[config.mk]
export PLATFORM = sky130hd
export DESIGN_NAME = cpu_alu_with_flags
export DESIGN_NICKNAME = d
export VERILOG_FILES = /design/src/rtl/caf_pkg.sv /design/src/rtl/caf_alu.sv /design/src/rtl/cpu_alu_with_flags.sv
export SDC_FILE = /design/constraint.sdc
export NUM_CORES = 1
export LEC_CHECK = 0
export ABC_AREA = 1
export BUFFER_PORTS_ARGS = -buffer_cell sky130_fd_sc_hd__buf_2
export CAP_MARGIN = 15
export CELL_PAD_IN_SITES_DETAIL_PLACEMENT = 0
export CELL_PAD_IN_SITES_GLOBAL_PLACEMENT = 1
export CORE_MARGIN = 2
export CORE_UTILIZATION = 44
export DETAILED_ROUTE_END_ITERATION = 8
export PLACE_DENSITY = 0.79
export SLEW_MARGIN = 20
export SYNTH_ARGS = -nofsm -noshare
export SYNTH_HDL_FRONTEND = slang
export SYNTH_SLANG_ARGS = --single-unit
[constraint.sdc]
create_clock -name clock -period 3.95 [get_ports clock]
set_input_delay 0.1975 -clock clock [delete_from_list [all_inputs] [get_ports clock]]
set_output_delay 0.1975 -clock clock [all_outputs]
set_load 0.005 [all_outputs]
[src/rtl/caf_pkg.sv]
// Package: operation codes, flag and word types for the CPU ALU.
package caf_pkg;

   typedef enum logic [3:0] {
      OP_ADD    = 4'd0,
      OP_ADC    = 4'd1,
      OP_ADD_SP = 4'd2,
      OP_SUB    = 4'd3,
      OP_SBC    = 4'd4,
      OP_AND    = 4'd5,
      OP_OR     = 4'd6,
      OP_XOR    = 4'd7,
      OP_INC    = 4'd8,
      OP_DEC    = 4'd9,
      OP_CP     = 4'd10
   } op_code_type;

   typedef struct packed {
      logic z;
      logic n;
      logic c;
   } flags_type;

   typedef struct packed {
      logic [3:0]  op;
      logic [15:0] operand_a;
      logic [15:0] operand_b;
      logic        is_wide;
   } req_word_type;

   typedef struct packed {
      logic [15:0] result_value;
      logic        write_enable;
      logic        zero_flag;
      logic        subtract_flag;
      logic        carry_flag;
   } rsp_word_type;

endpackage

[src/rtl/caf_alu.sv]
// Combinational ALU datapath: result, write enable and next flags for one word.
module caf_alu
   import caf_pkg::*;
(
   input  req_word_type req_word,
   input  flags_type    flags_cur,
   output rsp_word_type rsp_word,
   output flags_type    flags_nxt
);

   logic [7:0]  a8;
   logic [7:0]  b8;
   logic [16:0] sum17;
   logic [8:0]  sum9;
   logic [8:0]  adc9;
   logic [15:0] sp_sum;
   logic [8:0]  diff9;
   logic [8:0]  sub9;
   logic [9:0]  sbc10;
   logic [15:0] inc16;
   logic [15:0] dec16;
   logic [15:0] res;
   logic        we;
   flags_type   fl;

   assign a8     = req_word.operand_a[7:0];
   assign b8     = req_word.operand_b[7:0];
   assign sum17  = {1'b0, req_word.operand_a} + {1'b0, req_word.operand_b};
   assign sum9   = {1'b0, a8} + {1'b0, b8};
   assign adc9   = sum9 + {8'd0, flags_cur.c};
   assign sp_sum = req_word.operand_a + {{8{b8[7]}}, b8};
   assign diff9  = {1'b0, a8} - {1'b0, b8};
   assign sub9   = {1'b0, b8} + {8'd0, flags_cur.c};
   assign sbc10  = {2'b00, a8} - {1'b0, sub9};
   assign inc16  = req_word.operand_a + 16'd1;
   assign dec16  = req_word.operand_a - 16'd1;

   always_comb begin
      res = 16'd0;
      we  = 1'b1;
      fl  = flags_cur;
      case (req_word.op)
         OP_ADD: begin
            fl.n = 1'b0;
            if (req_word.is_wide) begin
               res  = sum17[15:0];
               fl.c = sum17[16];
            end else begin
               res  = {8'd0, sum9[7:0]};
               fl.z = (sum9[7:0] == 8'd0);
               fl.c = sum9[8];
            end
         end
         OP_ADC: begin
            res  = {8'd0, adc9[7:0]};
            fl.z = (adc9[7:0] == 8'd0);
            fl.n = 1'b0;
            fl.c = adc9[8];
         end
         OP_ADD_SP: begin
            res  = sp_sum;
            fl.z = 1'b0;
            fl.n = 1'b0;
            fl.c = sum9[8];
         end
         OP_SUB, OP_CP: begin
            res  = {8'd0, diff9[7:0]};
            fl.z = (diff9[7:0] == 8'd0);
            fl.n = 1'b1;
            fl.c = diff9[8];
            if (req_word.op == OP_CP) begin
               res = 16'd0;
               we  = 1'b0;
            end
         end
         OP_SBC: begin
            res  = {8'd0, sbc10[7:0]};
            fl.z = (sbc10[7:0] == 8'd0);
            fl.n = 1'b1;
            fl.c = sbc10[9];
         end
         OP_AND, OP_OR, OP_XOR: begin
            if (req_word.op == OP_AND) begin
               res = {8'd0, a8 & b8};
            end else if (req_word.op == OP_OR) begin
               res = {8'd0, a8 | b8};
            end else begin
               res = {8'd0, a8 ^ b8};
            end
            fl.z = (res[7:0] == 8'd0);
            fl.n = 1'b0;
            fl.c = 1'b0;
         end
         OP_INC, OP_DEC: begin
            res = (req_word.op == OP_INC) ? inc16 : dec16;
            if (!req_word.is_wide) begin
               res[15:8] = 8'd0;
               fl.z      = (res[7:0] == 8'd0);
               fl.n      = (req_word.op == OP_DEC);
            end
         end
         default: begin
            res = 16'd0;
            we  = 1'b0;
         end
      endcase
   end

   assign flags_nxt              = fl;
   assign rsp_word.result_value  = res;
   assign rsp_word.write_enable  = we;
   assign rsp_word.zero_flag     = fl.z;
   assign rsp_word.subtract_flag = fl.n;
   assign rsp_word.carry_flag    = fl.c;

endmodule

[src/rtl/cpu_alu_with_flags.sv]
// Top level: 8/16-bit CPU ALU with Z, N, C flags kept across words.
// A request passes the input register, then the result register, before rsp_valid rises.
// One word per cycle when not stalled; the input register can fill while a result waits.
// Flags are updated as each word moves into the result register.
// Reset clears the flags and both valid bits.
module cpu_alu_with_flags
   import caf_pkg::*;
(
   input  logic         clock,
   input  logic         reset,
   input  logic         req_valid,
   output logic         req_stall,
   input  req_word_type req_word,
   output logic         rsp_valid,
   input  logic         rsp_stall,
   output rsp_word_type rsp_word
);

   logic         in_valid_ff;
   logic         in_valid_in;
   req_word_type in_word_ff;
   logic         out_valid_ff;
   logic         out_valid_in;
   rsp_word_type out_word_ff;
   flags_type    flags_ff;
   flags_type    flags_in;
   rsp_word_type alu_word;
   flags_type    alu_flags;
   logic         out_load;
   logic         in_load;

   caf_alu u_alu (
      .req_word  (in_word_ff),
      .flags_cur (flags_ff),
      .rsp_word  (alu_word),
      .flags_nxt (alu_flags)
   );

   assign out_load     = !out_valid_ff || !rsp_stall;
   assign in_load      = !in_valid_ff || out_load;
   assign req_stall    = !in_load;
   assign in_valid_in  = in_load ? req_valid : in_valid_ff;
   assign out_valid_in = out_load ? in_valid_ff : out_valid_ff;
   assign flags_in     = (out_load && in_valid_ff) ? alu_flags : flags_ff;

   always_ff @(posedge clock) begin
      if (reset) begin
         in_valid_ff  <= 1'b0;
         out_valid_ff <= 1'b0;
         flags_ff     <= '0;
      end else begin
         in_valid_ff  <= in_valid_in;
         out_valid_ff <= out_valid_in;
         flags_ff     <= flags_in;
      end
   end

   always_ff @(posedge clock) begin
      if (in_load) begin
         in_word_ff <= req_word;
      end
      if (out_load && in_valid_ff) begin
         out_word_ff <= alu_word;
      end
   end

   assign rsp_valid = out_valid_ff;
   assign rsp_word  = out_word_ff;

endmodule

== Word level (Yosys, flattened, before mapping) ==
Index checks and enable logic that the tools add are counted.
Storage, ports and cells
  output and inout bits: 22
  register bits after elaboration: 62
  logic and storage cells: 69
Cells by class
  mux-type cells: 15
  bitwise operators: 3
  add/sub/neg operators: 9
  equal/unequal tests: 10
  reductions and logical operators: 18
Operator list (count)
  16-bit one-hot mux with 7 select lines: 1
  16-bit 2-to-1 mux: 4
  8-bit zero test: 6
  8-bit 2-to-1 mux: 3
  16-bit by 16-bit adder with 17-bit output: 1
  16-bit by 1-bit adder with 16-bit output, second input constant: 1
  16-bit adder: 1
  4-bit by 3-bit equality test with 1-bit output, second input constant: 4
  16-bit by 1-bit subtractor with 16-bit output, second input constant: 1
  2-bit one-hot mux with 7 select lines: 1
  4-bit equality test, second input constant: 3
  8-bit by 9-bit subtractor with 10-bit output: 1
  8-bit by 1-bit adder with 9-bit output: 1
  8-bit by 8-bit adder with 9-bit output: 1
  9-bit by 1-bit adder with 9-bit output: 1
  9-bit OR reduction: 1
  8-bit by 8-bit subtractor with 9-bit output: 1
  8-bit bitwise AND: 1
  4-bit by 2-bit equality test with 1-bit output, second input constant: 2
  8-bit OR: 1
  8-bit XOR: 1
  1-bit one-hot mux with 6 select lines: 1
  4-bit by 1-bit equality test with 1-bit output, second input constant: 1
  1-bit zero test: 4
  other kinds (8): 12

== Logic depth before layout (Yosys ltp) ==
Gate-level depths: netlist of run 1.
  depth in word-level cells: 6
  gate-level depth with buffers: 18
  depth with buffers taken out: 18

== Cells and area by module ==
A second synthesis of run 1 with hierarchy kept.
Second synthesis, totals
  cell total of the unflattened synthesis: 827
  area total of the unflattened synthesis: 6027.0 um^2
By module, submodules not included
  caf_alu: cells an instance 740, area each 4093.9 um^2, instances 1
  cpu_alu_with_flags: cells an instance 87, area each 1933.1 um^2, instances 1

== Least setup slack after synthesis of run 1 ==
OpenSTA, ideal clock, no wires.
  kind: reg-to-reg
  start point: register in_word_ff[33] in the netlist's numbering
  end point: register out_word_ff, in the netlist rsp_word[15], data pin
  stages on the path, launching flop included: 15
  required time: 3688 ps
  buffers on the path: 0
  slack: 1125 ps
  period minus slack after synthesis: 2825 ps
  arrival: 2562 ps
  cell sequence: edfxtp_1 -> inv_1 -> nand2_1 -> nor2_1 -> inv_1 -> ha_1 -> a21oi_1 -> nand2_1 -> nand3_1 -> nand2_1 -> a21boi_1 -> o21ai_0 -> or2_2 -> nand3_1 -> nand3_1
RTL lines
  from (decl): RTL line cpu_alu_with_flags.sv:21  | req_word_type in_word_ff;
  from (signal assigned): RTL line cpu_alu_with_flags.sv:60  | in_word_ff <= req_word;
  to (signal assigned): RTL line cpu_alu_with_flags.sv:63  | out_word_ff <= alu_word;
  to (decl): RTL line cpu_alu_with_flags.sv:24  | rsp_word_type out_word_ff;

==> results.yml, run 1 <==
setup_path:
  cp_data_required_time_ns: 4.04
  slowest_stage: "edfxtp_1"
  critical_path.cell_chain: "inv_1, nand2_1, nor2_1, inv_1, ha_1, nand3_1, nand2_1, nand3_1, nand2_1, a21boi_1, o21ai_0, a21oi_1, or2_1, nand3_1, nand3_1"
  cp-start-kind: "flip-flop"
  slowest_delay_ns: 0.51
  cp-end-kind: "flip-flop"
  cp_max_fo: 14
  crit_type: "reg2reg"
  crit_arrival_ns: 3.54
  critical-path-top-delay-family: "simple AND/OR/NAND/NOR gates"
  path_buf_inv: 2
  cpMostUsedCell: "nand3_1"
global_route:
  overflow: 0
  top_usage_layer: "met2"
  grt_pass1_vias: 5543
  antenna_found_initial: 0
  use_met3_pct: 4.89
  grt_first_pass_wirelength_mm: 29.1
  grtUsageMet2_pct: 39.9
  track_usage_pct: 26.5
  grtUsageMet1_pct: 38.8
  grt_max_degree: 38
synth:
  yosysTopAreaCell: "edfxtp_1"
  synthCells: 814
  synth_edf_count: 57
  synth_seq_cells: 62
  synthTopCellsByCount: "210 x nand2_1, 105 x inv_1, 75 x nand3_1, 68 x ha_1, 65 x nor2_1"
  yosys_warnings: 0
  ys.flop_type: "edfxtp_1"
  synth.top_cell.area_share_pct: 28.4
  synth.avg_cell_area_um2: 7.40
  ys_types: 54
  synthesis.area_um2: 6020
  synth_most_common_cell: "nand2_1"
  synthArstFlopShare_pct: 0
  syn_nets: 928
  synthTopCellsByArea: "edfxtp_1 28%, ha_1 14%, nand2_1 13%"
  ys_seq_area_share_pct: 30.1
finish:
  drive_gt1_share_pct: 13.1
  fin_nets: 997
  antenna_cells: 0
  stdcell_count: 1064
  seq_area_um2: 1810
  utilization_pct: 51.0
  finalInstanceArea_um2: 6780
  area_delta_synth_final_pct: 12.7
  fillers: 1315
  multiInputGateArea_um2: 3730
timing:
  hold_viol: 0
  fin_worst_skew_ns: 0.0100
  rsz0062_at_grt: "false"
  fin_tns_setup_ns: 0
  post-route-period-util_pct: 87.4
  drv_slew: 0
  timing.fmax_mhz: 290
  final.setup.worst_slack_ns: 0.499
  worst_pin_slew_ns: 0.866
  setup_viol: 0
  relSlewSlack_pct: 42.1
  period_needed_ns: 3.45
floorplanning:
  rows: 42
  die_area_um2: 14600
  io_pins: 63
  initial_core_util_pct: 45.3
  core_um2: 13300
  die_height_um: 121
  chipWidth_um: 121
power:
  pwr-share-comb_pct: 32.9
  seqPwrFrac_pct: 34.9
  clkPwrFrac_pct: 32.2
  powerDensity_nw_per_um2: 338
  p_switching_uw: 860
  swShare_pct: 37.5
  power_leakage_uw: 0.00333
  irDropWorstVdd_mv: 0.201
  power.internal_uw: 1430
place:
  place_ws_ns: 0.537
  placed_cells: 1048
  gp_congestion: 0.931
  dp_hpwl_mm: 15.3
  placed_area_um2: 6520
  port-buffer-count: 62
route:
  dr_total_vias: 5896
  routed_via_density: 5.54
  routed_wl_mm: 18.8
  ant_nets: 0
  firstDrtPassIters: 5
  drc_errors: 0
  wl_per_cell_um: 17.6
  drtIter0Drc: 558
min_path:
  hold_class: "in2reg"
clock_network:
  post_cts_buffers: 0
  h-tree-depth: 3
  cts_sinks: 62
  clockBufferDepth: 2
  hold_buffers: 0
  cts_buffers: 9
  post_cts_resized: 0
  cts-root-buf: "clkbuf_16"
  worstSkewPairLatency_ns: 0.35
  cts_tree: "done"
  path_clk_slew_ns: 0.06
run:
  max-cap-violations: 0
status:
  outcome: "finished, final reports clean"
## cell type report
class | instances | share of cell area, %
inverters | 113 | 6.33
multi-input cells | 633 | 55.0
clock inverters | 7 | 0.590
repair buffers | 64 | 4.80
flip-flops and latches | 62 | 26.7
well taps | 176 | 3.25
clock buffers | 9 | 3.32
## per-stage QoR
step / hold WS [ns] / power, uW
after CTS: 0.0170 / 2280
final: 0.0188 / 2290
after floorplan: 0.267 / 1330
after detailed placement: 0.376 / 1550
after global placement: 0.374 / 1550
after global routing: 0.0163 / 2420
## routing by layer
metal | vias up | part of all wire (%) | wire length (um)
li1 | 2895 | - | -
met1 | 2728 | 48 | 9030
met2 | 247 | 42 | 7960
met3 | 26 | 7.6 | 1420
met4 | 0 | 1.8 | 345
met5 | - | 0 | 0
## registers in the layout, indices dropped and copies added (netlist names)
register     cells
flags_ff         3
in_valid_ff      1
in_word_ff      37
rsp_valid        1
rsp_word        20
## worst paths after layout
check,from,endpoint,slack (ns),cells after the start
setup reg to reg,in_word_ff[33],rsp_word[17],0.50,15
setup / recovery,in_word_ff[33],rsp_word[17],0.50,15
hold / removal,req_word[18],in_word_ff[18],0.02,1
hold reg to reg,in_valid_ff,rsp_valid,0.51,2
## power groups by stage
stage | Sequential, uW | Clock (uW) | Combinational [uW]
after floorplan | 802 | 0 | 525
after global placement | 813 | 0 | 738
after detailed placement | 814 | 0 | 735
after CTS | 801 | 740 | 740
after global routing | 806 | 772 | 844
final | 802 | 738 | 755
## worst reg2reg max path, delay by kind of cell (launching register included)
kind            cells  cell delay, ns
compound gates      3            0.52
flops               1            0.51
buf+inv             2            0.47
fa+ha+maj           1            0.47
simple gates        9            1.23
## cell usage in the layout (no fill, tap or decap), drive strengths merged, types with 13 or more instances in the layout
master and count:
a21oi 43, buf 64, edfxtp 57, ha 68
inv 112, nand2 221, nand3 79, nor2 71
o21ai 42, xor2 13
## kinds of logic (layout without fill, tap and decap cells)
family | Yosys count | count (layout) | synth area share, %
AND/OR/NAND/NOR | 410 | 410 | 30.4
AO/OA/AOI/OAI | 135 | 135 | 13.5
buffers and inverters | 119 | 193 | 7.98
flip-flops | 62 | 62 | 30.1
XOR/XNOR | 15 | 15 | 2.18
adder cells (fa/ha/maj) | 73 | 73 | 15.8
(Power assumes the default switching activity.)
==> run 2: changes to the inputs <==
--- a/config.mk
+++ b/config.mk
@@ -14,6 +14,7 @@
 export CORE_UTILIZATION = 44
 export DETAILED_ROUTE_END_ITERATION = 8
 export PLACE_DENSITY = 0.79
+export RECOVER_POWER = 50
 export SLEW_MARGIN = 20
 export SYNTH_ARGS = -nofsm -noshare
 export SYNTH_HDL_FRONTEND = slang
==> constraint.sdc (replaced) <==
create_clock -name clock -period 3.95 [get_ports clock]
set_input_delay 0.1975 -clock clock [delete_from_list [all_inputs] [get_ports clock]]
set_output_delay 0.1975 -clock clock [all_outputs]
set_load 0.01 [all_outputs]
==> run 2 against run 1 <==
Non-clock buffer count unchanged. Sequential share of layout area is 0.13 points higher. Cell count stayed put. Power is essentially flat. Critical path depth unchanged. Worst hold slack about the same. Setup slack worse by 0.0030 ns. Utilization decreased by 0.24 points. Sequential power about the same. First-iteration DRC count is 5.0% lower. Final area shrank 0.48%. Clock power about the same. Largest cell class unchanged. Highest routed layer unchanged.
==> results.yml, run 2 (synthesis gave the netlist of run 1 again) <==
status:
  outcome: "finished, final reports clean"
finish:
  drive_gt1_share_pct: 10.4
  stdcell_count: 1064
  utilization_pct: 50.8
  finalInstanceArea_um2: 6750
  fin_nets: 997
  final_common_cell: "nand2_1"
  area_delta_synth_final_pct: 12.1
  antenna_cells: 0
  largest_reg_flops: 37
  layout_common_cells: "210 x nand2_1, 105 x inv_1, 75 x nand3_1, 68 x ha_1, 64 x nor2_1"
  top_register: "in_word_ff"
global_route:
  grt_first_pass_wirelength_mm: 29.1
  track_usage_pct: 26.5
  antenna_found_initial: 0
  grt_pass1_vias: 5543
  overflow: 0
  grt_max_degree: 38
place:
  dp_hpwl_mm: 15.3
  placed_area_um2: 6520
  gp_congestion: 0.931
  port-buffer-count: 62
  placed_cells: 1048
setup_path:
  crit_arrival_ns: 3.54
  reg2reg_depth: 15
  crit_type: "reg2reg"
  cp_data_required_time_ns: 4.04
  cp-end-kind: "flip-flop"
  cp_max_fo: 14
  cp-start-kind: "flip-flop"
route:
  dr_total_vias: 5850
  wl_per_cell_um: 17.6
  firstDrtPassIters: 5
  routed_via_density: 5.50
  ant_nets: 0
  drc_errors: 0
  routed_wl_mm: 18.8
  drtIter0Drc: 530
timing:
  period_needed_ns: 3.45
  hold_viol: 0
  post-route-period-util_pct: 87.4
  fin_tns_setup_ns: 0
  rsz0062_at_grt: "false"
  worst_pin_slew_ns: 1.37
  relSlewSlack_pct: 8.40
  setup_viol: 0
  timing.fmax_mhz: 290
  drv_slew: 0
  fin_worst_skew_ns: 0.00920
clock_network:
  cts_sinks: 62
  cts-root-buf: "clkbuf_16"
  post_cts_resized: 0
  hold_buffers: 0
  worstSkewPairLatency_ns: 0.35
  post_cts_buffers: 0
  path_clk_slew_ns: 0.06
  clockBufferDepth: 2
  h-tree-depth: 3
  cts_buffers: 9
  cts_tree: "done"
floorplanning:
  io_pins: 63
  rows: 42
  die_height_um: 121
  chipWidth_um: 121
  core_um2: 13300
  die_area_um2: 14600
  initial_core_util_pct: 45.3
min_path:
  hold_class: "in2reg"
  min_path_cells: 1
power:
  powerDensity_nw_per_um2: 340
  p_total_uw: 2300
  irDropWorstVdd_mv: 0.202
  power_leakage_uw: 0.00326
run:
  max-cap-violations: 0
[run 2: cell count changes in the layout (fill, tap and decap cells not counted), sizes merged]
cell | before | now
clkbuf | 9 | 33
buf | 64 | 40
[run 2: cell type report]
class	count	area (um2)
Clock buffer	9	225
Clock inverter	7	40.0
Timing Repair Buffer	64	293
Sequential cell	62	1810
Inverter	113	429
Multi-Input combinational cell	633	3730
Fill cell	1326	6540
Tap cell	176	220
[run 2: path summary, 6_finish.rpt]
check	start	endpoint	slack, ns
max reg2reg	in_word_ff[34]	rsp_word[17]	0.50
max	in_word_ff[34]	rsp_word[17]	0.50
min	req_word[18]	in_word_ff[18]	0.02
min reg2reg	in_valid_ff	rsp_valid	0.51
[run 2: metal layers]
layer  global-route usage, %  vias up  share of wire, %  wire (um)
met2                    39.9      210                43       7980
met5                       0        -                 0          0
li1                        -     2895                 -          -
met3                    4.89       24               6.8       1280
met4                    7.27        0               1.7        319
met1                    38.8     2721                49       9180
[run 2: per-stage QoR]
| step | setup WS [ns] | hold slack [ns] |
|---|---|---|
| 2_1_floorplan | 1.13 | 0.267 |
| 3_3_place_gp | 0.740 | 0.374 |
| 3_5_place_dp | 0.537 | 0.376 |
| 4_1_cts | 0.520 | 0.0170 |
| 5_1_grt | 0.164 | 0.0163 |
| 6_report | 0.496 | 0.0183 |
[run 2: where the power goes]
group / internal [uW] / switching, uW
combinational: 248 / 508
sequential: 764 / 38.3
clock: 418 / 319
[run 2: worst max-delay path: stages (launching register included)]
cell	delay, ns
edfxtp_1	0.47
inv_2	0.15
nand2_1	0.11
nor2_1	0.30
inv_1	0.34
ha_1	0.46
nand3_1	0.11
nand2_1	0.14
nand3_1	0.10
nand2_1	0.12
a21boi_1	0.10
o21ai_0	0.28
a21oi_1	0.13
or2_1	0.23
nand3_1	0.07
nand3_1	0.07
==> run 3: changes to the inputs <==
--- a/config.mk
+++ b/config.mk
@@ -18,4 +18,5 @@
 export SLEW_MARGIN = 20
 export SYNTH_ARGS = -nofsm -noshare
 export SYNTH_HDL_FRONTEND = slang
+export SYNTH_HIERARCHICAL = 1
 export SYNTH_SLANG_ARGS = --single-unit
==> run 3 against run 2 <==
The flow now finishes with violations (capacitance limit, slew limit). Final area up 0.52%. Critical path type unchanged. Sequential share of layout area decreased by 0.14 points. Non-clock buffer count did not move. Clock power rose by 6.6%. Global-route usage rose by 0.20 points. Maximum frequency rose by 1.1%. Wire length up 0.79%. Cell count grew 0.94%.
==> results.yml, run 3 <==
power:
  pwr-share-comb_pct: 32.3
  swShare_pct: 35.6
  powerDensity_nw_per_um2: 346
  irDropWorstVdd_mv: 0.320
  seqPwrFrac_pct: 34.2
  clkPwrFrac_pct: 33.5
  power.internal_uw: 1510
  power_leakage_uw: 0.00326
  p_switching_uw: 835
floorplanning:
  core_um2: 13300
  die_height_um: 121
  die_area_um2: 14600
  io_pins: 63
  chipWidth_um: 121
  initial_core_util_pct: 45.3
  rows: 42
status:
  failed_checks: "capacitance limit, slew limit"
  outcome: "finished, violations left"
route:
  dr_total_vias: 5831
  routed_via_density: 5.43
  wl_per_cell_um: 17.6
  routed_wl_mm: 18.9
  firstDrtPassIters: 7
  ant_nets: 0
  drc_errors: 0
  drtIter0Drc: 492
synth:
  synthCells: 827
  synth_most_common_cell: "nand2_1"
  synth_edf_count: 57
  synthArstFlopShare_pct: 0
  yosysTopAreaCell: "edfxtp_1"
  ys_seq_area_share_pct: 30.1
  synthTopCellsByCount: "222 x nand2_1, 101 x inv_1, 78 x nand3_1, 68 x ha_1, 63 x nor2_1"
  synth.top_cell.area_share_pct: 28.4
  synth_seq_cells: 62
  syn_nets: 941
  synthTopCellsByArea: "edfxtp_1 28%, ha_1 14%, nand2_1 14%"
  yosys_warnings: 6
  synthesis.area_um2: 6030
  synth.avg_cell_area_um2: 7.29
  ys.flop_type: "edfxtp_1"
  ys_types: 47
finish:
  drive_gt1_share_pct: 11.1
  seq_area_um2: 1810
  largest_reg_flops: 37
  fillers: 1332
  fin_nets: 1006
  multiInputGateArea_um2: 3700
  finalInstanceArea_um2: 6790
  final_common_cell: "nand2_1"
  utilization_pct: 51.0
  area_delta_synth_final_pct: 12.6
  top_register: "in_word_ff"
  layout_common_cells: "223 x nand2_1, 101 x inv_1, 79 x nand3_1, 68 x ha_1, 63 x nor2_1"
global_route:
  grt_first_pass_wirelength_mm: 29.5
  track_usage_pct: 26.7
  grt_max_degree: 40
  antenna_found_initial: 1
  grt_pass1_vias: 5531
  top_usage_layer: "met2"
  grtUsageMet1_pct: 38.6
  overflow: 0
  use_met3_pct: 5.64
  grtUsageMet2_pct: 40.2
clock_network:
  cts_tree: "done"
  post_cts_resized: 0
  cts_buffers: 9
  path_clk_slew_ns: 0.06
  cts_sinks: 62
  clockBufferDepth: 2
  h-tree-depth: 3
  post_cts_buffers: 0
  worstSkewPairLatency_ns: 0.33
  cts-root-buf: "clkbuf_16"
  hold_buffers: 0
timing:
  relSlewSlack_pct: -28.6
  drv_slew: 40
  post-route-period-util_pct: 86.5
  setup_viol: 0
  fin_tns_setup_ns: 0
  fin_worst_skew_ns: 0.00483
  timing.fmax_mhz: 293
  rsz0062_at_grt: "false"
  period_needed_ns: 3.42
  worst_pin_slew_ns: 1.92
  hold_viol: 0
setup_path:
  cp-start-kind: "flip-flop"
  worstSetupStartpoint: "in_word_ff[36]"
  reg2reg_depth: 15
  critPathCapture: "rsp_word[14]"
  rrSetupSlack_ns: 0.53
  crit_type: "reg2reg"
  crit_arrival_ns: 3.48
  r2r-end: "rsp_word[14]"
  cp-end-kind: "flip-flop"
  cp_max_fo: 16
  r2r_start: "in_word_ff[36]"
  cp_data_required_time_ns: 4.02
place:
  dp_hpwl_mm: 15.6
  placed_area_um2: 6500
  port-buffer-count: 62
  gp_congestion: 1.00
min_path:
  hold_class: "in2reg"
  min_path_cells: 1
run:
  max-cap-violations: 1
run 3: cell types whose count changed after synthesis, sizes merged, moves of 3 or more:
cell / delta
a21oi: +12
nand2: +9
a21boi: -7
o22ai: -7
o21ai: -6
inv: +5
a221oi: +4
buf: +4
nor3: -3
o2111ai: +3
xnor2: +3
run 3: logic make-up after synthesis:
| logic type | share of synthesized area, % |
|---|---|
| AO/OA/AOI/OAI | 12.8 |
| XOR/XNOR | 2.47 |
| adder cells (fa/ha/maj) | 15.8 |
| buffers and inverters | 8.53 |
| flip-flops | 30.1 |
| AND/OR/NAND/NOR | 30.4 |
run 3: per-layer routing:
metal,vias to the layer above,share of wire (%),wire length (um)
met2,207,43,8140
met5,-,0,0
li1,2911,-,-
met3,23,8.1,1520
met1,2690,47,8920
met4,0,1.7,327
run 3: layout make-up:
class                   instances  share of cell area, %
inverters                     118                   6.53
clock buffers                  12                   4.11
flip-flops and latches         62                   26.7
repair buffers                 64                   4.41
multi-input cells             637                   54.6
diodes                          1                 0.0369
well taps                     176                   3.24
clock inverters                 4                  0.387
run 3: stage by stage:
step                      setup WS [ns]  hold WS [ns]  instances  total power [uW]
after global placement            0.715         0.374       1057              1550
final                             0.533        0.0364       1074              2350
after detailed placement          0.557         0.376       1057              1560
after CTS                         0.523        0.0170       1073              2360
after global routing              0.131        0.0162       1073              2490
after floorplan                    1.08         0.267        827              1330
run 3: how the worst min path moves through the flow:
| stage | startpoint | to | slack (ns) |
|---|---|---|---|
| finish | req_word[28] | in_word_ff[28] | 0.04 |
| global route | req_word[28] | in_word_ff[28] | 0.02 |
| CTS | req_word[28] | in_word_ff[28] | 0.02 |
| detailed placement | req_word[28] | in_word_ff[28] | 0.38 |
| global placement | req_word[25] | in_word_ff[25] | 0.37 |
| floorplan | reset | in_valid_ff | 0.27 |
run 3: critical path: stages, from the launching register on:
cell and delay (ns):
edfxtp_1 0.48, inv_2 0.09, nor2_2 0.12, nand2_2 0.14
inv_2 0.14, nand2_1 0.40, ha_1 0.52, a21oi_1 0.19
nand2_1 0.10, a21oi_1 0.22, o21ai_0 0.16, nand2_1 0.09
nand2_1 0.07, or2_2 0.28, nand3_1 0.07, nand3_1 0.07
run 3: power by group through the flow:
stage	sequential, uW	combinational, uW	clock, uW
floorplan	809	522	0
finish	803	756	786
global placement	815	739	0
global route	808	847	832
detailed placement	815	742	0
CTS	803	745	811
